===== src/rtl/core/slotted_page_manager_assert.svh =====
// Assertion macros for the slotted page manager RTL.
`ifndef SLOTTED_PAGE_MANAGER_ASSERT_SVH
`define SLOTTED_PAGE_MANAGER_ASSERT_SVH

// Same-cycle implication, clocked on aclk, off during reset.
`define SPM_ASSERT_IMPL(label, ante, cons, msg) \
    label: assert property (@(posedge aclk) disable iff (!aresetn) (ante) |-> (cons)) \
        else $error(msg);

// Next-cycle implication, clocked on aclk, off during reset.
`define SPM_ASSERT_NEXT(label, ante, cons, msg) \
    label: assert property (@(posedge aclk) disable iff (!aresetn) (ante) |=> (cons)) \
        else $error(msg);

`endif


===== src/rtl/core/spm_pkg.sv =====
// Types and constants of the slotted page manager.
package spm_pkg;

    localparam int HEADER_BYTES = 12;
    localparam int SLOT_LIMIT   = 1024;
    // slot counter holds 0..SLOT_LIMIT
    localparam int SLOT_W       = 11;
    // working width for page arithmetic, enough for a 64 KiB page plus carry
    localparam int CALC_W       = 17;

    localparam logic [7:0] DELETED_BYTE = 8'hFF;

    localparam logic [2:0] OP_INSERT_START = 3'd0;
    localparam logic [2:0] OP_INSERT_BYTE  = 3'd1;
    localparam logic [2:0] OP_DELETE       = 3'd2;
    localparam logic [2:0] OP_READ_SIZE    = 3'd3;
    localparam logic [2:0] OP_READ_BYTE    = 3'd4;

    localparam logic [2:0] STATUS_OK          = 3'd0;
    localparam logic [2:0] STATUS_NO_SPACE    = 3'd1;
    localparam logic [2:0] STATUS_INVALID     = 3'd2;
    localparam logic [2:0] STATUS_DELETED     = 3'd3;
    localparam logic [2:0] STATUS_NO_PENDING  = 3'd4;
    localparam logic [2:0] STATUS_INDEX_RANGE = 3'd5;

    typedef struct packed {
        logic [2:0]  status;
        logic [9:0]  assigned_slot;
        logic [11:0] row_offset;
        logic [11:0] result_value;
    } spm_result_t;

endpackage


===== src/rtl/core/spm_ctrl.sv =====
// Sequencer: header counters, slot scan and byte-wise page accesses.
module spm_ctrl #(
    parameter int PAGE_BYTES = 4096
) (
    input  logic                          aclk,
    input  logic                          aresetn,
    input  logic                          s_valid,
    output logic                          s_ready,
    input  logic [2:0]                    s_op,
    input  logic [9:0]                    s_slot,
    input  logic [11:0]                   s_row_length,
    input  logic [7:0]                    s_byte_value,
    input  logic [11:0]                   s_byte_index,
    output logic                          res_valid,
    output spm_pkg::spm_result_t          res,
    input  logic                          out_free,
    output logic                          mem_we,
    output logic [$clog2(PAGE_BYTES)-1:0] mem_addr,
    output logic [7:0]                    mem_wdata,
    input  logic [7:0]                    mem_rdata
);
    import spm_pkg::*;

`include "slotted_page_manager_assert.svh"

    localparam int AW = $clog2(PAGE_BYTES);
    localparam int FW = AW + 1;

    typedef enum logic [3:0] {
        ST_IDLE,
        ST_DISPATCH,
        ST_SCAN_RD,
        ST_SCAN_CHK,
        ST_ALLOC,
        ST_W_INS,
        ST_W_DEL,
        ST_R_E3,
        ST_R_E0,
        ST_R_E1,
        ST_R_L0,
        ST_R_L1,
        ST_R_D,
        ST_R_DW,
        ST_DONE
    } state_t;

    state_t            state_reg, state_next;
    logic [2:0]        op_reg, op_next;
    logic [9:0]        slot_reg, slot_next;
    logic [11:0]       len_reg, len_next;
    logic [7:0]        bval_reg, bval_next;
    logic [11:0]       bidx_reg, bidx_next;
    logic [SLOT_W-1:0] slot_count_reg, slot_count_next;
    logic [FW-1:0]     free_start_reg, free_start_next;
    logic [FW-1:0]     free_end_reg, free_end_next;
    logic [AW-1:0]     fill_reg, fill_next;
    logic [11:0]       pend_reg, pend_next;
    logic [SLOT_W-1:0] scan_reg, scan_next;
    logic [AW-1:0]     row_off_reg, row_off_next;
    logic [7:0]        off_lo_reg, off_lo_next;
    logic [AW-1:0]     off_reg, off_next;
    logic [7:0]        rlen_lo_reg, rlen_lo_next;
    logic [2:0]        step_reg, step_next;
    spm_result_t       res_reg, res_next;

    logic [CALC_W-1:0] fs_w, fe_w, avail_w, need_w, new_fe_w, fill_w, ent_w, dat_w;
    logic [SLOT_W-1:0] ent_idx;
    logic [AW-1:0]     ent_addr;
    logic [15:0]       off_word, row_off_word;
    logic [11:0]       rlen;
    logic              slot_bad;

    // page arithmetic
    always_comb begin
        fs_w     = CALC_W'(free_start_reg);
        fe_w     = CALC_W'(free_end_reg);
        avail_w  = (fe_w >= fs_w) ? (fe_w - fs_w) : '0;
        need_w   = CALC_W'(len_reg) + CALC_W'(8);
        new_fe_w = fe_w - CALC_W'(len_reg) - CALC_W'(4);
        fill_w   = new_fe_w + CALC_W'(4);
        ent_idx  = (op_reg == OP_INSERT_START) ? scan_reg : {1'b0, slot_reg};
        ent_w    = CALC_W'(HEADER_BYTES) + {4'b0, ent_idx, 2'b00};
        ent_addr = ent_w[AW-1:0];
        off_word = {mem_rdata, off_lo_reg};
        row_off_word = 16'(row_off_reg);
        dat_w    = CALC_W'(off_reg) + CALC_W'(4) + CALC_W'(bidx_reg);
        rlen     = {mem_rdata[3:0], rlen_lo_reg};
        slot_bad = ({1'b0, slot_reg} >= slot_count_reg);
    end

    // memory port
    always_comb begin
        mem_we    = 1'b0;
        mem_addr  = '0;
        mem_wdata = '0;
        unique case (state_reg)
            ST_DISPATCH: begin
                if (op_reg == OP_INSERT_BYTE && pend_reg != '0) begin
                    mem_we    = 1'b1;
                    mem_addr  = fill_reg;
                    mem_wdata = bval_reg;
                end
            end
            ST_SCAN_RD, ST_R_E3: mem_addr = ent_addr + AW'(3);
            ST_W_INS: begin
                mem_we = 1'b1;
                if (!step_reg[2]) begin
                    mem_addr = row_off_reg + AW'(step_reg[1:0]);
                    unique case (step_reg[1:0])
                        2'd0:    mem_wdata = len_reg[7:0];
                        2'd1:    mem_wdata = {4'b0, len_reg[11:8]};
                        default: mem_wdata = '0;
                    endcase
                end else begin
                    mem_addr = ent_addr + AW'(step_reg[1:0]);
                    unique case (step_reg[1:0])
                        2'd0:    mem_wdata = row_off_word[7:0];
                        2'd1:    mem_wdata = row_off_word[15:8];
                        default: mem_wdata = '0;
                    endcase
                end
            end
            ST_W_DEL: begin
                mem_we    = 1'b1;
                mem_addr  = ent_addr + AW'(step_reg[1:0]);
                mem_wdata = DELETED_BYTE;
            end
            ST_R_E0: mem_addr = ent_addr;
            ST_R_E1: mem_addr = ent_addr + AW'(1);
            ST_R_L0: mem_addr = off_word[AW-1:0];
            ST_R_L1: mem_addr = off_reg + AW'(1);
            ST_R_D:  mem_addr = dat_w[AW-1:0];
            default: mem_addr = '0;
        endcase
    end

    // sequencer
    always_comb begin
        state_next      = state_reg;
        op_next         = op_reg;
        slot_next       = slot_reg;
        len_next        = len_reg;
        bval_next       = bval_reg;
        bidx_next       = bidx_reg;
        slot_count_next = slot_count_reg;
        free_start_next = free_start_reg;
        free_end_next   = free_end_reg;
        fill_next       = fill_reg;
        pend_next       = pend_reg;
        scan_next       = scan_reg;
        row_off_next    = row_off_reg;
        off_lo_next     = off_lo_reg;
        off_next        = off_reg;
        rlen_lo_next    = rlen_lo_reg;
        step_next       = step_reg;
        res_next        = res_reg;
        s_ready         = 1'b0;
        res_valid       = 1'b0;

        unique case (state_reg)
            ST_IDLE: begin
                s_ready = 1'b1;
                if (s_valid) begin
                    op_next    = s_op;
                    slot_next  = s_slot;
                    len_next   = s_row_length;
                    bval_next  = s_byte_value;
                    bidx_next  = s_byte_index;
                    state_next = ST_DISPATCH;
                end
            end
            ST_DISPATCH: begin
                res_next   = '0;
                state_next = ST_DONE;
                unique case (op_reg)
                    OP_INSERT_START: begin
                        scan_next = '0;
                        if (avail_w < need_w) begin
                            res_next.status = STATUS_NO_SPACE;
                        end else if (slot_count_reg == '0) begin
                            state_next = ST_ALLOC;
                        end else begin
                            state_next = ST_SCAN_RD;
                        end
                    end
                    OP_INSERT_BYTE: begin
                        if (pend_reg == '0) begin
                            res_next.status = STATUS_NO_PENDING;
                        end else begin
                            fill_next = fill_reg + AW'(1);
                            pend_next = pend_reg - 12'd1;
                        end
                    end
                    OP_DELETE, OP_READ_SIZE, OP_READ_BYTE: begin
                        step_next = '0;
                        if (slot_bad) begin
                            res_next.status = STATUS_INVALID;
                        end else if (op_reg == OP_DELETE) begin
                            state_next = ST_W_DEL;
                        end else begin
                            state_next = ST_R_E3;
                        end
                    end
                    default: state_next = ST_IDLE;
                endcase
            end
            ST_SCAN_RD: state_next = ST_SCAN_CHK;
            ST_SCAN_CHK: begin
                // only deleted entries carry 0xFF in their top byte
                if (mem_rdata == DELETED_BYTE) begin
                    state_next = ST_ALLOC;
                end else if (scan_reg + SLOT_W'(1) == slot_count_reg) begin
                    scan_next  = slot_count_reg;
                    state_next = ST_ALLOC;
                end else begin
                    scan_next  = scan_reg + SLOT_W'(1);
                    state_next = ST_SCAN_RD;
                end
            end
            ST_ALLOC: begin
                if (scan_reg >= SLOT_W'(SLOT_LIMIT)) begin
                    res_next.status = STATUS_NO_SPACE;
                    state_next      = ST_DONE;
                end else begin
                    free_end_next = new_fe_w[FW-1:0];
                    row_off_next  = new_fe_w[AW-1:0];
                    fill_next     = fill_w[AW-1:0];
                    pend_next     = len_reg;
                    if (scan_reg == slot_count_reg) begin
                        slot_count_next = slot_count_reg + SLOT_W'(1);
                        free_start_next = free_start_reg + FW'(4);
                    end
                    res_next.assigned_slot = scan_reg[9:0];
                    res_next.row_offset    = new_fe_w[11:0];
                    step_next              = '0;
                    state_next             = ST_W_INS;
                end
            end
            ST_W_INS: begin
                step_next = step_reg + 3'd1;
                if (step_reg == 3'd7) begin
                    state_next = ST_DONE;
                end
            end
            ST_W_DEL: begin
                step_next = step_reg + 3'd1;
                if (step_reg == 3'd3) begin
                    state_next = ST_DONE;
                end
            end
            ST_R_E3: state_next = ST_R_E0;
            ST_R_E0: begin
                if (mem_rdata == DELETED_BYTE) begin
                    res_next.status = STATUS_DELETED;
                    state_next      = ST_DONE;
                end else begin
                    state_next = ST_R_E1;
                end
            end
            ST_R_E1: begin
                off_lo_next = mem_rdata;
                state_next  = ST_R_L0;
            end
            ST_R_L0: begin
                off_next   = off_word[AW-1:0];
                state_next = ST_R_L1;
            end
            ST_R_L1: begin
                rlen_lo_next = mem_rdata;
                state_next   = ST_R_D;
            end
            ST_R_D: begin
                state_next = ST_DONE;
                if (op_reg == OP_READ_SIZE) begin
                    res_next.result_value = rlen;
                end else if (bidx_reg >= rlen) begin
                    res_next.status = STATUS_INDEX_RANGE;
                end else begin
                    state_next = ST_R_DW;
                end
            end
            ST_R_DW: begin
                res_next.result_value = {4'b0, mem_rdata};
                state_next            = ST_DONE;
            end
            ST_DONE: begin
                res_valid = out_free;
                if (out_free) begin
                    state_next = ST_IDLE;
                end
            end
            default: state_next = ST_IDLE;
        endcase
    end

    always_ff @(posedge aclk) begin
        if (!aresetn) begin
            state_reg      <= ST_IDLE;
            slot_count_reg <= '0;
            free_start_reg <= FW'(HEADER_BYTES);
            free_end_reg   <= FW'(PAGE_BYTES);
            fill_reg       <= '0;
            pend_reg       <= '0;
        end else begin
            state_reg      <= state_next;
            slot_count_reg <= slot_count_next;
            free_start_reg <= free_start_next;
            free_end_reg   <= free_end_next;
            fill_reg       <= fill_next;
            pend_reg       <= pend_next;
        end
        op_reg      <= op_next;
        slot_reg    <= slot_next;
        len_reg     <= len_next;
        bval_reg    <= bval_next;
        bidx_reg    <= bidx_next;
        scan_reg    <= scan_next;
        row_off_reg <= row_off_next;
        off_lo_reg  <= off_lo_next;
        off_reg     <= off_next;
        rlen_lo_reg <= rlen_lo_next;
        step_reg    <= step_next;
        res_reg     <= res_next;
    end

    assign res = res_reg;

    `SPM_ASSERT_IMPL(a_res_into_free_reg, res_valid, out_free, "result beat with output busy")
    `SPM_ASSERT_IMPL(a_no_write_when_idle, s_ready, !mem_we, "page write while idle")
    `SPM_ASSERT_IMPL(a_free_gap_order, 1'b1, free_start_reg <= free_end_reg, "free gap inverted")
    `SPM_ASSERT_IMPL(a_alloc_slot_range, state_reg == ST_W_INS, scan_reg < SLOT_W'(SLOT_LIMIT), "slot beyond limit written")

endmodule


===== config.mk =====
export PLATFORM = sky130hd
export DESIGN_NAME = spm_ctrl
export DESIGN_NICKNAME = d
export VERILOG_FILES = /design/src/rtl/core/spm_pkg.sv /design/src/rtl/core/spm_ctrl.sv
export VERILOG_INCLUDE_DIRS = /design/src /design/src/rtl/core
export SDC_FILE = /design/constraint.sdc
export NUM_CORES = 1
export LEC_CHECK = 0
export BUFFER_PORTS_ARGS = -buffer_cell sky130_fd_sc_hd__buf_2
export CELL_PAD_IN_SITES_DETAIL_PLACEMENT = 2
export CELL_PAD_IN_SITES_GLOBAL_PLACEMENT = 2
export CORE_MARGIN = 4
export CORE_UTILIZATION = 35
export DETAILED_ROUTE_END_ITERATION = 8
export PLACE_DENSITY = 0.89
export SLEW_MARGIN = 20
export SYNTH_ARGS = -nofsm -noshare
export SYNTH_HDL_FRONTEND = slang
export SYNTH_SLANG_ARGS = --single-unit

===== constraint.sdc =====
create_clock -name aclk -period 3.6 [get_ports aclk]
set_input_delay 0 -clock aclk [delete_from_list [all_inputs] [get_ports aclk]]
set_output_delay 0 -clock aclk [all_outputs]
set_load 0.1 [all_outputs]

# After elaboration in Yosys (flattened, before gate mapping)
# Index checks and enable logic that the tools add are counted.
# word_totals
out_inout_bits	60
ff_bits	201
# classes
n_mux	58
n_lt_le_gt_ge	5
n_addsub	19
eq_ne	39
bitwise	1
n_reduce_logical	25
# ops
op	count
$mux W12	9
$pmux W12 S9	1
$pmux W4 S15	1
$pmux W12 S2	2
$pmux W22 S2	1
$add A12 B1 Y12 const B	3
$pmux W12 S3	1
$mux W11	3
$mux W3	11
$pmux W8 S2	2
$eq A4 B4 Y1 const B	7
$mux W4	7
$ne A2 B2 Y1 const B	14
$add A12 B2 Y12	2
$pmux W8 S3	1
$add A11 B1 Y11 const B	2
$eq A11 B11 Y1	2
$mux W22	1
$pmux W11 S2	1
$pmux W3 S3	2
$lt A17 B13 Y1	1
$mux W17	1
$eq A4 B3 Y1 const B	4
$mux W8	2
other kinds (47)	66

# Logic depth before layout (Yosys ltp)
# Gate-level depths: netlist of run 1.
# logic_depth
depth_word	6
ltp_mapped	20
ltp_nobuf	19

# Worst setup path after synthesis of run 1
# No wires, ideal clock.
# synth_path
path_type	flip-flop to output port
start	reg off_reg[2]
end	out mem_addr[10]
path_stages_with_launch	13
arrival_ns	4.331
path_slack_ns	-0.731
required_ns	3.600
cell_sequence	edfxtp_1 > inv_1 > ha_1 > inv_1 > ha_1 > a21o_1 > a21oi_1 > nand2b_1 > a21boi_0 > o41a_1 > a31oi_1 > xor2_1 > o21ai_0
# synth_between
elab_chain_cells	3
# synth_lines
item	line	rtl
start, declared	spm_ctrl.sv:61	logic [AW-1:0] off_reg, off_next;
start signal, assigned	spm_ctrl.sv:320	off_reg <= off_next;
$add A12 B3 Y12	spm_ctrl.sv:86	dat_w = CALC_W'(off_reg) + CALC_W'(4) + CALC_W'(bidx_reg);
$add A12 B12 Y12	spm_ctrl.sv:86	
$pmux W12 S9 (*)	spm_ctrl.sv:96	unique case (state_reg)
end, declared	spm_ctrl.sv:18	output logic [$clog2(PAGE_BYTES)-1:0] mem_addr,
# Every way passes the cells marked *; elsewhere a longest branch is shown, timed or not.

# Final worst setup path of run 1
# layout_path
start	reg free_start_reg[6]
end	reg state_reg[2]
# layout_between
elab_chain_cells	6
# layout_lines
item	line	rtl
start, declared	spm_ctrl.sv:54	logic [FW-1:0] free_start_reg, free_start_next;
start signal, assigned	spm_ctrl.sv:300	free_start_reg <= FW'(HEADER_BYTES);
start signal, assigned	spm_ctrl.sv:307	free_start_reg <= free_start_next;
$sub A13 B13 Y14 / $ge A13 B13 Y1 (equally long branches)	spm_ctrl.sv:77	avail_w = (fe_w >= fs_w) ? (fe_w - fs_w) : '0;
$mux W17 (*)	spm_ctrl.sv:77	
$lt A17 B13 Y1 (*)	spm_ctrl.sv:178	if (avail_w < need_w) begin
$mux W4 (*)	spm_ctrl.sv:178	
$pmux W4 S3 (*)	spm_ctrl.sv:175	unique case (op_reg)
$pmux W4 S15 (*)	spm_ctrl.sv:160	unique case (state_reg)
end signal, assigned	spm_ctrl.sv:305	state_reg <= state_next;
end, declared	spm_ctrl.sv:47	state_t state_reg, state_next;
# Marked as above.
# A chain may end at the register's enable or synchronous reset.

==> results.sh, run 1 <==
export IMPL_post_route_period_util=1.01
export IMPL_start_util=0.356
export IMPL_max_cap_viol_count=0
export IMPL_insertion_delay_ps=490
export IMPL_ys_warn_count=0
export IMPL_hold_path_class="primary input to register"
export IMPL_yosysTopAreaCellShare=0.311
export IMPL_wl_per_cell_um=25.7
export IMPL_final_nets=1759
export IMPL_ys_ff_latch=199
export IMPL_synth_edf_count=136
export IMPL_worst_slack_ps=-37.1
export IMPL_cp_arrival_ps=4010
export IMPL_antenna_found_initial=1
export IMPL_hold_viol_final=0
export IMPL_die_w_um=202
export IMPL_synth_ff_type="edfxtp_1"
export IMPL_synthCells=1394
export IMPL_required_ps=3970
export IMPL_finalMaxSlewViolations=0
export IMPL_drt_vias_per_instance=5.81
export IMPL_largest_reg_flops=37
export IMPL_boundaryPins=117
export IMPL_postSynthAreaPerCell_um2=9.41
export IMPL_powerDensity_mw_per_mm2=828
export IMPL_wirelength_um=53200
export IMPL_grt_pass1_wl_um=78500
export IMPL_area_growth_syn_to_layout_pct=22.7
export IMPL_place_hpwl_um=37900
export IMPL_cp_max_fo=5
export IMPL_max_clock_path_buffers=2
export IMPL_tns_ps=-60.7
export IMPL_cts_tree="done"
export IMPL_yosys_area_top_type="edfxtp_1"
export IMPL_clkTransAtPathRegs_ps=90
export IMPL_cts_sinks=199
export IMPL_synth_area_leaders="edfxtp_1 31%, ha_1 10%, dfxtp_1 9.6%"
export IMPL_status="finished, violations left"
export IMPL_synthArstFlopShare=0
export IMPL_ir_drop_uv=832
export IMPL_drive_above_1_share=0.191
export IMPL_cts_buffers=17
export IMPL_io_buffers=116
export IMPL_seq_area_frac_synth=0.408
export IMPL_cp_end_kind="register"
export IMPL_fmax_ghz=0.275
export IMPL_grt_pass1_vias=13200
export IMPL_root_buffer="clkbuf_16"
export IMPL_worstMarginPinSlew_ps=1010
export IMPL_antenna_cells=0
export IMPL_violations="negative setup slack"
export IMPL_dr_pass1_iters=6
export IMPL_synth_distinct_cells=89
export IMPL_cellLeakagePower_nw=6.39
export IMPL_num_rows=70
export IMPL_route_detailed_drc=0
export IMPL_vias=12000
export IMPL_grt_overflow=0
export IMPL_dr_first_iter_drc_count=889
export IMPL_min_period_ps=3640
export IMPL_synth_nets=1562
export IMPL_start_kind="register"
export IMPL_grt_max_degree=46
export IMPL_rsz0062_at_grt="true"
export IMPL_die_area_mm2=0.0406
export IMPL_timing_slew_headroom=0.324
export IMPL_detail_route_antenna_nets=0
export IMPL_clock_skew_ps=15.3
export IMPL_netlist_area_mm2=0.0131
export IMPL_core_area_mm2=0.0368
export IMPL_final_util=0.437
export IMPL_grt_use_total=0.248
export IMPL_setup_viol=2
export IMPL_fp_dieH_um=202
export IMPL_cts_max_level=4
export IMPL_critical_path_class="register to register"
export IMPL_place_gp_congestion=0.897
critical path: stages, from the launching register on:
cell,delay [ps]
dfxtp_1,350
inv_1,90
ha_1,280
or4_1,560
o21ai_2,190
o21ai_1,130
xnor2_1,220
nor2_1,80
ha_1,310
nand4_1,200
buf_4,210
a211oi_2,230
nor3_2,100
o21ai_4,120
a31oi_1,140
o311a_1,300
placed cells by master (no fill, tap or decap), types with 7 or more instances in the layout:
master / Yosys / final
edfxtp_1: 136 / 136
nand2_1: 124 / 122
buf_2: 9 / 110
nor2_1: 109 / 107
ha_1: 107 / 104
inv_1: 105 / 103
o21ai_0: 93 / 82
xnor2_1: 73 / 73
buf_4: 2 / 64
dfxtp_1: 63 / 61
a21oi_1: 68 / 56
dlygate4sd3_1: 0 / 54
xor2_1: 37 / 37
nand3_1: 39 / 37
and2_1: 29 / 28
and3_1: 24 / 24
nor2b_1: 22 / 21
nand4_1: 20 / 20
nor3_1: 23 / 20
clkbuf_16: 0 / 17
a22oi_1: 16 / 16
a21boi_0: 14 / 13
o211ai_1: 13 / 13
a21oi_2: 1 / 12
o21a_1: 11 / 11
nand2b_1: 11 / 11
a21o_1: 10 / 10
mux2i_1: 10 / 10
o22ai_1: 9 / 9
a211oi_1: 10 / 8
o21ai_2: 0 / 8
or3_1: 8 / 8
nand3b_1: 7 / 7
a222oi_1: 7 / 7
a31oi_1: 9 / 7
report_power, final:
| group | internal [mW] | switching, mW |
|---|---|---|
| registers | 3.05 | 0.462 |
| clock network | 1.05 | 1.03 |
| logic | 2.29 | 5.43 |
through the flow:
stage          hold WS, ps  setup WS, ps  std cells  area, um2  power, mW
2_1_floorplan         98.9          2.56       1394      13100       8.20
3_3_place_gp           176         -74.5       1978      14600       10.2
3_5_place_dp           180          -383       1978      14600       10.5
4_1_cts                114         0.777       2063      15800       12.8
5_1_grt                148          -177       2072      16100       13.9
6_report               135         -37.1       2072      16100       13.3
metal layers:
metal	GRT usage	wire length (um)
met1	0.300	21600
met2	0.430	26700
met3	0.0504	2500
met4	0.105	2420
met5	0	13
worst paths after layout:
path / startpoint / to / slack (ps) / depth (start not counted)
worst max-delay path: free_start_reg[6] / state_reg[2] / -40 / 15
worst min-delay path: s_valid / state_reg[2] / 140 / 4
worst max register to register: free_start_reg[6] / state_reg[2] / -40 / 15
worst min register to register: off_lo_reg[2] / off_reg[2] / 460 / 0
cell type report:
type	instances	area (um2)
inverter	107	402
tap	468	586
clock inverter	14	165
clock buffer	18	429
timing repair buffer	239	1740
fill	3918	20700
multi-input combinational	1027	7420
sequential	199	5350
cell families after synthesis:
kind of cell,Yosys count,share of synthesized area
simple gates,462,0.182
compound gates,329,0.165
flops,199,0.408
buf+inv,168,0.0507
xor+xnor,111,0.0747
fa+ha+maj,111,0.108
mux,14,0.0111
cells in the mapped netlist, drive strengths merged, types with 6 or more instances:
cell    number
edfxtp     136
nand2      124
nor2       110
ha         107
inv        106
o21ai       97
xnor2       73
a21oi       69
dfxtp       63
clkbuf      45
nand3       39
xor2        38
and2        29
and3        25
nor3        25
nand4       22
nor2b       22
a21boi      16
a22oi       16
buf         16
o211ai      13
nand2b      12
o21a        11
a211oi      10
a21o        10
a31oi       10
mux2i       10
nor4         9
o22ai        9
or3          8
a222oi       7
nand3b       7
nor3b        7
a221oi       6
and4         6
repair_timing:
action / in CTS / in global routing
setup endpoints to repair: 7 / 15
hold endpoints to repair: 75 / 0
gates resized for setup: 33 / 48
setup buffers: 0 / 9
pin swaps: 21 / 28
hold buffers: 54 / 0
(Power assumes the default switching activity.)
==> run 2, diff against run 1 <==
- clock period: 3.6 -> 2.95 ns (I/O delays scaled with it)
==> run 2 against run 1 <==
Against the previous run: the flow still finishes with violations (negative setup slack); via count grew 15%; die area is the same; sequential share of layout area shrank 3.7 points; clock power grew 18%; first-iteration DRC count grew 52%; utilization grew 5.6 points; worst setup slack lost 920 ps; total power grew 47%; fmax shrank 7.0%; global-route usage grew 6.2 points; largest cell class unchanged.
==> results.sh, run 2 (synthesized netlist as in run 1, its figures left out) <==
export IMPL_io_buffers=116
export IMPL_drive_above_1_share=0.311
export IMPL_grt_pass1_vias=15000
export IMPL_final_common_cell="buf_4"
export IMPL_root_buffer="clkbuf_16"
export IMPL_finalMaxSlewViolations=0
export IMPL_rr_startpoint="free_start_reg[9]"
export IMPL_n_fill_cell=3760
export IMPL_tns_ps=-9640
export IMPL_multiInputGateArea_mm2=0.00810
export IMPL_fp_dieH_um=202
export IMPL_hold_path_class="primary input to register"
export IMPL_cts_buffers=17
export IMPL_detail_route_antenna_nets=0
export IMPL_cp_end_kind="register"
export IMPL_fmax_ghz=0.256
export IMPL_critPathLaunch="free_start_reg[9]"
export IMPL_clkTransAtPathRegs_ps=80
export IMPL_grt_busiest_layer="met2"
export IMPL_insertion_delay_ps=490
export IMPL_grt_overflow=0
export IMPL_die_w_um=202
export IMPL_cts_tree="done"
export IMPL_vias=13800
export IMPL_regArea_mm2=0.00536
export IMPL_cellLeakagePower_nw=7.27
export IMPL_wirelength_um=72200
export IMPL_start_kind="register"
export IMPL_worst_slack_ps=-962
export IMPL_drt_vias_per_instance=6.24
export IMPL_rsz0062_at_grt="true"
export IMPL_violations="negative setup slack"
export IMPL_timing_slew_headroom=0.237
export IMPL_global_route_usage_met3=0.0564
export IMPL_worstMarginPinSlew_ps=1150
export IMPL_start_util=0.356
export IMPL_cts_sinks=199
export IMPL_final_cell_mix="171 x buf_4, 136 x edfxtp_1, 116 x nand2_1"
export IMPL_place_gp_congestion=0.905
export IMPL_cts_max_level=4
export IMPL_post_route_period_util=1.33
export IMPL_boundaryPins=117
export IMPL_hp_start="aresetn"
export IMPL_min_period_ps=3910
export IMPL_setup_viol=29
export IMPL_dr_pass1_iters=7
export IMPL_required_ps=3320
export IMPL_ir_drop_uv=1050
export IMPL_grt_pass1_wl_um=95800
export IMPL_powerDensity_mw_per_mm2=1070
export IMPL_die_area_mm2=0.0406
export IMPL_place_hpwl_um=41800
export IMPL_status="finished, violations left"
export IMPL_preCtsSetupSlack_ps=-804
export IMPL_cp_max_fo=4
export IMPL_grt_use_total=0.310
export IMPL_route_detailed_drc=0
export IMPL_num_rows=70
export IMPL_clock_skew_ps=17.2
export IMPL_cp_arrival_ps=4280
export IMPL_largest_reg_flops=37
export IMPL_dr_first_iter_drc_count=1355
export IMPL_area_growth_syn_to_layout_pct=38.5
export IMPL_max_clock_path_buffers=2
export IMPL_grt_max_degree=51
export IMPL_final_nets=1895
export IMPL_critical_path_class="register to register"
export IMPL_met1_usage=0.339
export IMPL_core_area_mm2=0.0368
export IMPL_wl_per_cell_um=32.7
export IMPL_use_met2=0.566
export IMPL_hold_viol_final=0
export IMPL_antenna_cells=0
export IMPL_max_cap_viol_count=0
export IMPL_antenna_found_initial=0
## run 2: critical path, stage by stage, from the launching register on
cell	delay [ps]
dfxtp_1	350
inv_1	80
ha_1	390
nand2_1	130
o21ai_2	270
a21oi_2	100
buf_4	150
buf_4	130
xnor2_1	300
nor2_1	120
ha_1	330
nand4_1	230
o32ai_2	370
a21oi_2	60
o21ai_2	230
a31oi_1	140
o311a_1	410
## run 2: metal layers
metal | vias to the layer above | wire (um) | part of all wire
met2 | 741 | 36500 | 0.50
met4 | 0 | 5830 | 0.081
met1 | 7023 | 25600 | 0.35
met5 | - | 0 | 0
li1 | 5692 | - | -
met3 | 328 | 4320 | 0.060
## run 2: metrics by stage
stage          hold WS, ps  utilization  area, um2  std cells  power (mW)
2_1_floorplan         98.9            -      13200       1394        10.1
3_3_place_gp           177        0.423      15500       2060        13.4
3_5_place_dp           179        0.423      15500       2060        14.0
4_1_cts                152        0.477      17500       2184        17.4
5_1_grt                222        0.494      18200       2208        20.0
6_report               176        0.494      18200       2208        19.5
## run 2: what timing repair did
action,CTS,global route
endpoints found under the setup margin,34,37
buffers inserted,38,31
resized for setup,120,104
gates cloned,2,0
hold buffers,54,0
pin swaps,56,69
endpoints found under the hold margin,74,0
## run 2: layout make-up
type	instances	area share
multi-input cells	1028	0.446
flip-flops and latches	199	0.295
repair buffers	374	0.173
well taps	468	0.0323
clock buffers	18	0.0242
inverters	107	0.0223
clock inverters	14	0.00696
## run 2: final timing paths
check                 endpoint  slack, ps  cells after the start
min reg2reg         off_reg[2]        510                      0
min          free_start_reg[2]        180                      2
max reg2reg       state_reg[2]       -960                     16
max               state_reg[2]       -960                     16
## run 2: power breakdown
part	internal, mW	total, mW	leakage (nW)	switching (mW)
Clock	1.19	2.44	0.266	1.25
Combinational	4.49	12.8	5.22	8.26
Sequential	3.72	4.32	1.78	0.599
Total	9.40	19.5	7.27	10.1
==> run 3, diff against run 2 <==
- CTS_BUF_LIST: not set -> sky130_fd_sc_hd__clkbuf_16
==> run 3 against run 2 <==
Against the previous run: worst setup slack better by 140 ps; largest power group unchanged; the flow still finishes with violations (negative setup slack); hold slack worse by 6.0 ps; clock skew rose by 5.3 ps; non-clock buffer count shrank 1; sequential cell count did not move; via count rose by 1.8%; cell count about the same; die area unchanged; critical endpoint is now mem_addr[11]; sequential power barely moved; total power up 0.29%; utilization hardly changed.
==> results.sh, run 3 (synthesized netlist as in run 1, its figures left out) <==
export IMPL_drt_vias_per_instance=6.36
export IMPL_start_kind="register"
export IMPL_worstMarginPinSlew_ps=1110
export IMPL_finalMaxSlewViolations=0
export IMPL_max_clock_path_buffers=2
export IMPL_start_util=0.356
export IMPL_die_area_mm2=0.0406
export IMPL_p_seq_frac=0.222
export IMPL_clkPwrFrac=0.124
export IMPL_grt_overflow=0
export IMPL_cts_buffers=17
export IMPL_final_nets=1894
export IMPL_core_area_mm2=0.0368
export IMPL_slowest_stage="mux2i_1"
export IMPL_fp_dieH_um=202
export IMPL_cp_end_kind="output pin"
export IMPL_instances_no_fill=2207
export IMPL_place_hpwl_um=41800
export IMPL_cp_arrival_ps=3770
export IMPL_antenna_found_initial=3
export IMPL_timing_slew_headroom=0.258
export IMPL_cp_depth=11
export IMPL_io_buffers=116
export IMPL_insertion_delay_ps=500
export IMPL_cp_max_fo=12
export IMPL_vias=14000
export IMPL_place_gp_congestion=0.905
export IMPL_drive_above_1_share=0.310
export IMPL_hold_viol_final=0
export IMPL_final_cell_mix="175 x buf_4, 136 x edfxtp_1, 117 x nand2_1"
export IMPL_boundaryPins=117
export IMPL_violations="negative setup slack"
export IMPL_critical_path_class="register to output pin"
export IMPL_rr_startpoint="free_end_reg[2]"
export IMPL_cts_max_level=4
export IMPL_whs_ps=170
export IMPL_grt_pass1_wl_um=95400
export IMPL_wirelength_um=74600
export IMPL_crit_top_cell="buf_4"
export IMPL_dr_pass1_iters=5
export IMPL_die_w_um=202
export IMPL_dr_first_iter_drc_count=1409
export IMPL_post_route_period_util=1.28
export IMPL_worst_slack_ps=-825
export IMPL_root_buffer="clkbuf_16"
export IMPL_clkTransAtPathRegs_ps=90
export IMPL_hold_path_class="primary input to register"
export IMPL_antenna_cells=0
export IMPL_largest_reg_flops=37
export IMPL_area_growth_syn_to_layout_pct=38.5
export IMPL_p_comb_frac=0.654
export IMPL_grt_use_total=0.307
export IMPL_clock_skew_ps=22.5
export IMPL_internal_power_mw=9.35
export IMPL_grt_pass1_vias=14900
export IMPL_cts_tree="done"
export IMPL_worst_path_buf_inv=3
export IMPL_critPathMaxStageDelay_ps=560
export IMPL_rsz0062_at_grt="true"
export IMPL_detail_route_antenna_nets=0
export IMPL_switching_share=0.522
export IMPL_crit_end="mem_addr[11]"
export IMPL_ff2ff_setup_slack_ps=-810
export IMPL_rr_endpoint="state_reg[2]"
export IMPL_reg2reg_depth=18
export IMPL_route_detailed_drc=0
export IMPL_final_common_cell="buf_4"
export IMPL_fmax_ghz=0.265
export IMPL_power_switching_mw=10.2
export IMPL_ir_drop_uv=974
export IMPL_min_period_ps=3770
export IMPL_grt_max_degree=51
export IMPL_required_ps=2950
export IMPL_setup_viol=35
export IMPL_critPathLaunch="op_reg[2]"
export IMPL_cellLeakagePower_nw=7.26
export IMPL_powerDensity_mw_per_mm2=1080
export IMPL_critical_path_cell_chain="or3_1, buf_4, nor2_1, o21a_1, nand2_1, xor2_1, mux2i_1, o2bb2ai_2, o211ai_1, buf_4, buf_12"
export IMPL_num_rows=70
export IMPL_wl_per_cell_um=33.8
export IMPL_max_cap_viol_count=0
export IMPL_status="finished, violations left"
export IMPL_n_fill_cell=3743
export IMPL_dp_cells=2060
export IMPL_cts_sinks=199
export IMPL_tns_ps=-9790
export IMPL_crit_family="simple AND/OR/NAND/NOR gates"
[run 3: cell count changes in the layout (fill, tap and decap cells not counted), moves of 3 or more]
cell,change
buf_6,-4
o21ai_4,+4
buf_4,+4
o21ai_2,-3
a21oi_1,+3
[run 3: worst min-delay path: stages]
cell and delay, ps:
buf_2 130, o211ai_1 210, nand2_1 140, o311a_1 160
[run 3: how the worst min path moves through the flow]
stage | start | to | slack, ps | depth (start not counted)
floorplan | s_byte_index[0] | bidx_reg[0] | 100 | 0
global placement | s_byte_value[6] | bval_reg[6] | 180 | 1
detailed placement | s_slot[6] | slot_reg[6] | 180 | 1
CTS | aresetn | free_start_reg[2] | 140 | 2
global route | s_valid | state_reg[1] | 180 | 4
finish | s_valid | state_reg[1] | 170 | 4
[run 3: layer usage]
layer | track usage | vias up | wire length, um
met5 | 0 | - | 27
met4 | 0.163 | 4 | 6710
met3 | 0.0583 | 392 | 5520
met2 | 0.561 | 923 | 36800
met1 | 0.337 | 7016 | 25500
li1 | - | 5699 | -
[run 3: what timing repair did]
action                                 CTS  global route
hold buffers                            54             0
buffers inserted                        35            32
gates cloned                             2             0
pin swaps                               54            66
resized for setup                      109           119
endpoints found under the hold margin   75             0
setup endpoints to repair               35            44
[run 3: layout make-up]
cell class / instances / area (um2) / area share
Sequential cell: 199 / 5360 / 0.295
Timing Repair Buffer: 373 / 3120 / 0.171
Multi-Input combinational cell: 1028 / 8150 / 0.448
Clock inverter: 15 / 130 / 0.00716
Tap cell: 468 / 586 / 0.0322
Inverter: 107 / 407 / 0.0224
Clock buffer: 17 / 425 / 0.0234
[run 3: power by group through the flow]
| stage | logic [mW] | registers (mW) | clock network, mW |
|---|---|---|---|
| final | 12.8 | 4.35 | 2.42 |
| after global routing | 13.1 | 4.37 | 2.53 |
| after CTS | 10.7 | 4.23 | 2.38 |
| after detailed placement | 9.70 | 4.29 | 0 |
| after global placement | 9.13 | 4.25 | 0 |
| after floorplan | 4.63 | 5.43 | 0 |
[run 3: metrics by stage]
step	util	cell area (um2)	power (mW)	setup slack, ps
2_1_floorplan	-	13200	10.1	-612
3_3_place_gp	0.423	15500	13.4	-518
3_5_place_dp	0.423	15500	14.0	-804
4_1_cts	0.475	17500	17.3	-546
5_1_grt	0.494	18200	20.0	-919
6_report	0.494	18200	19.6	-825
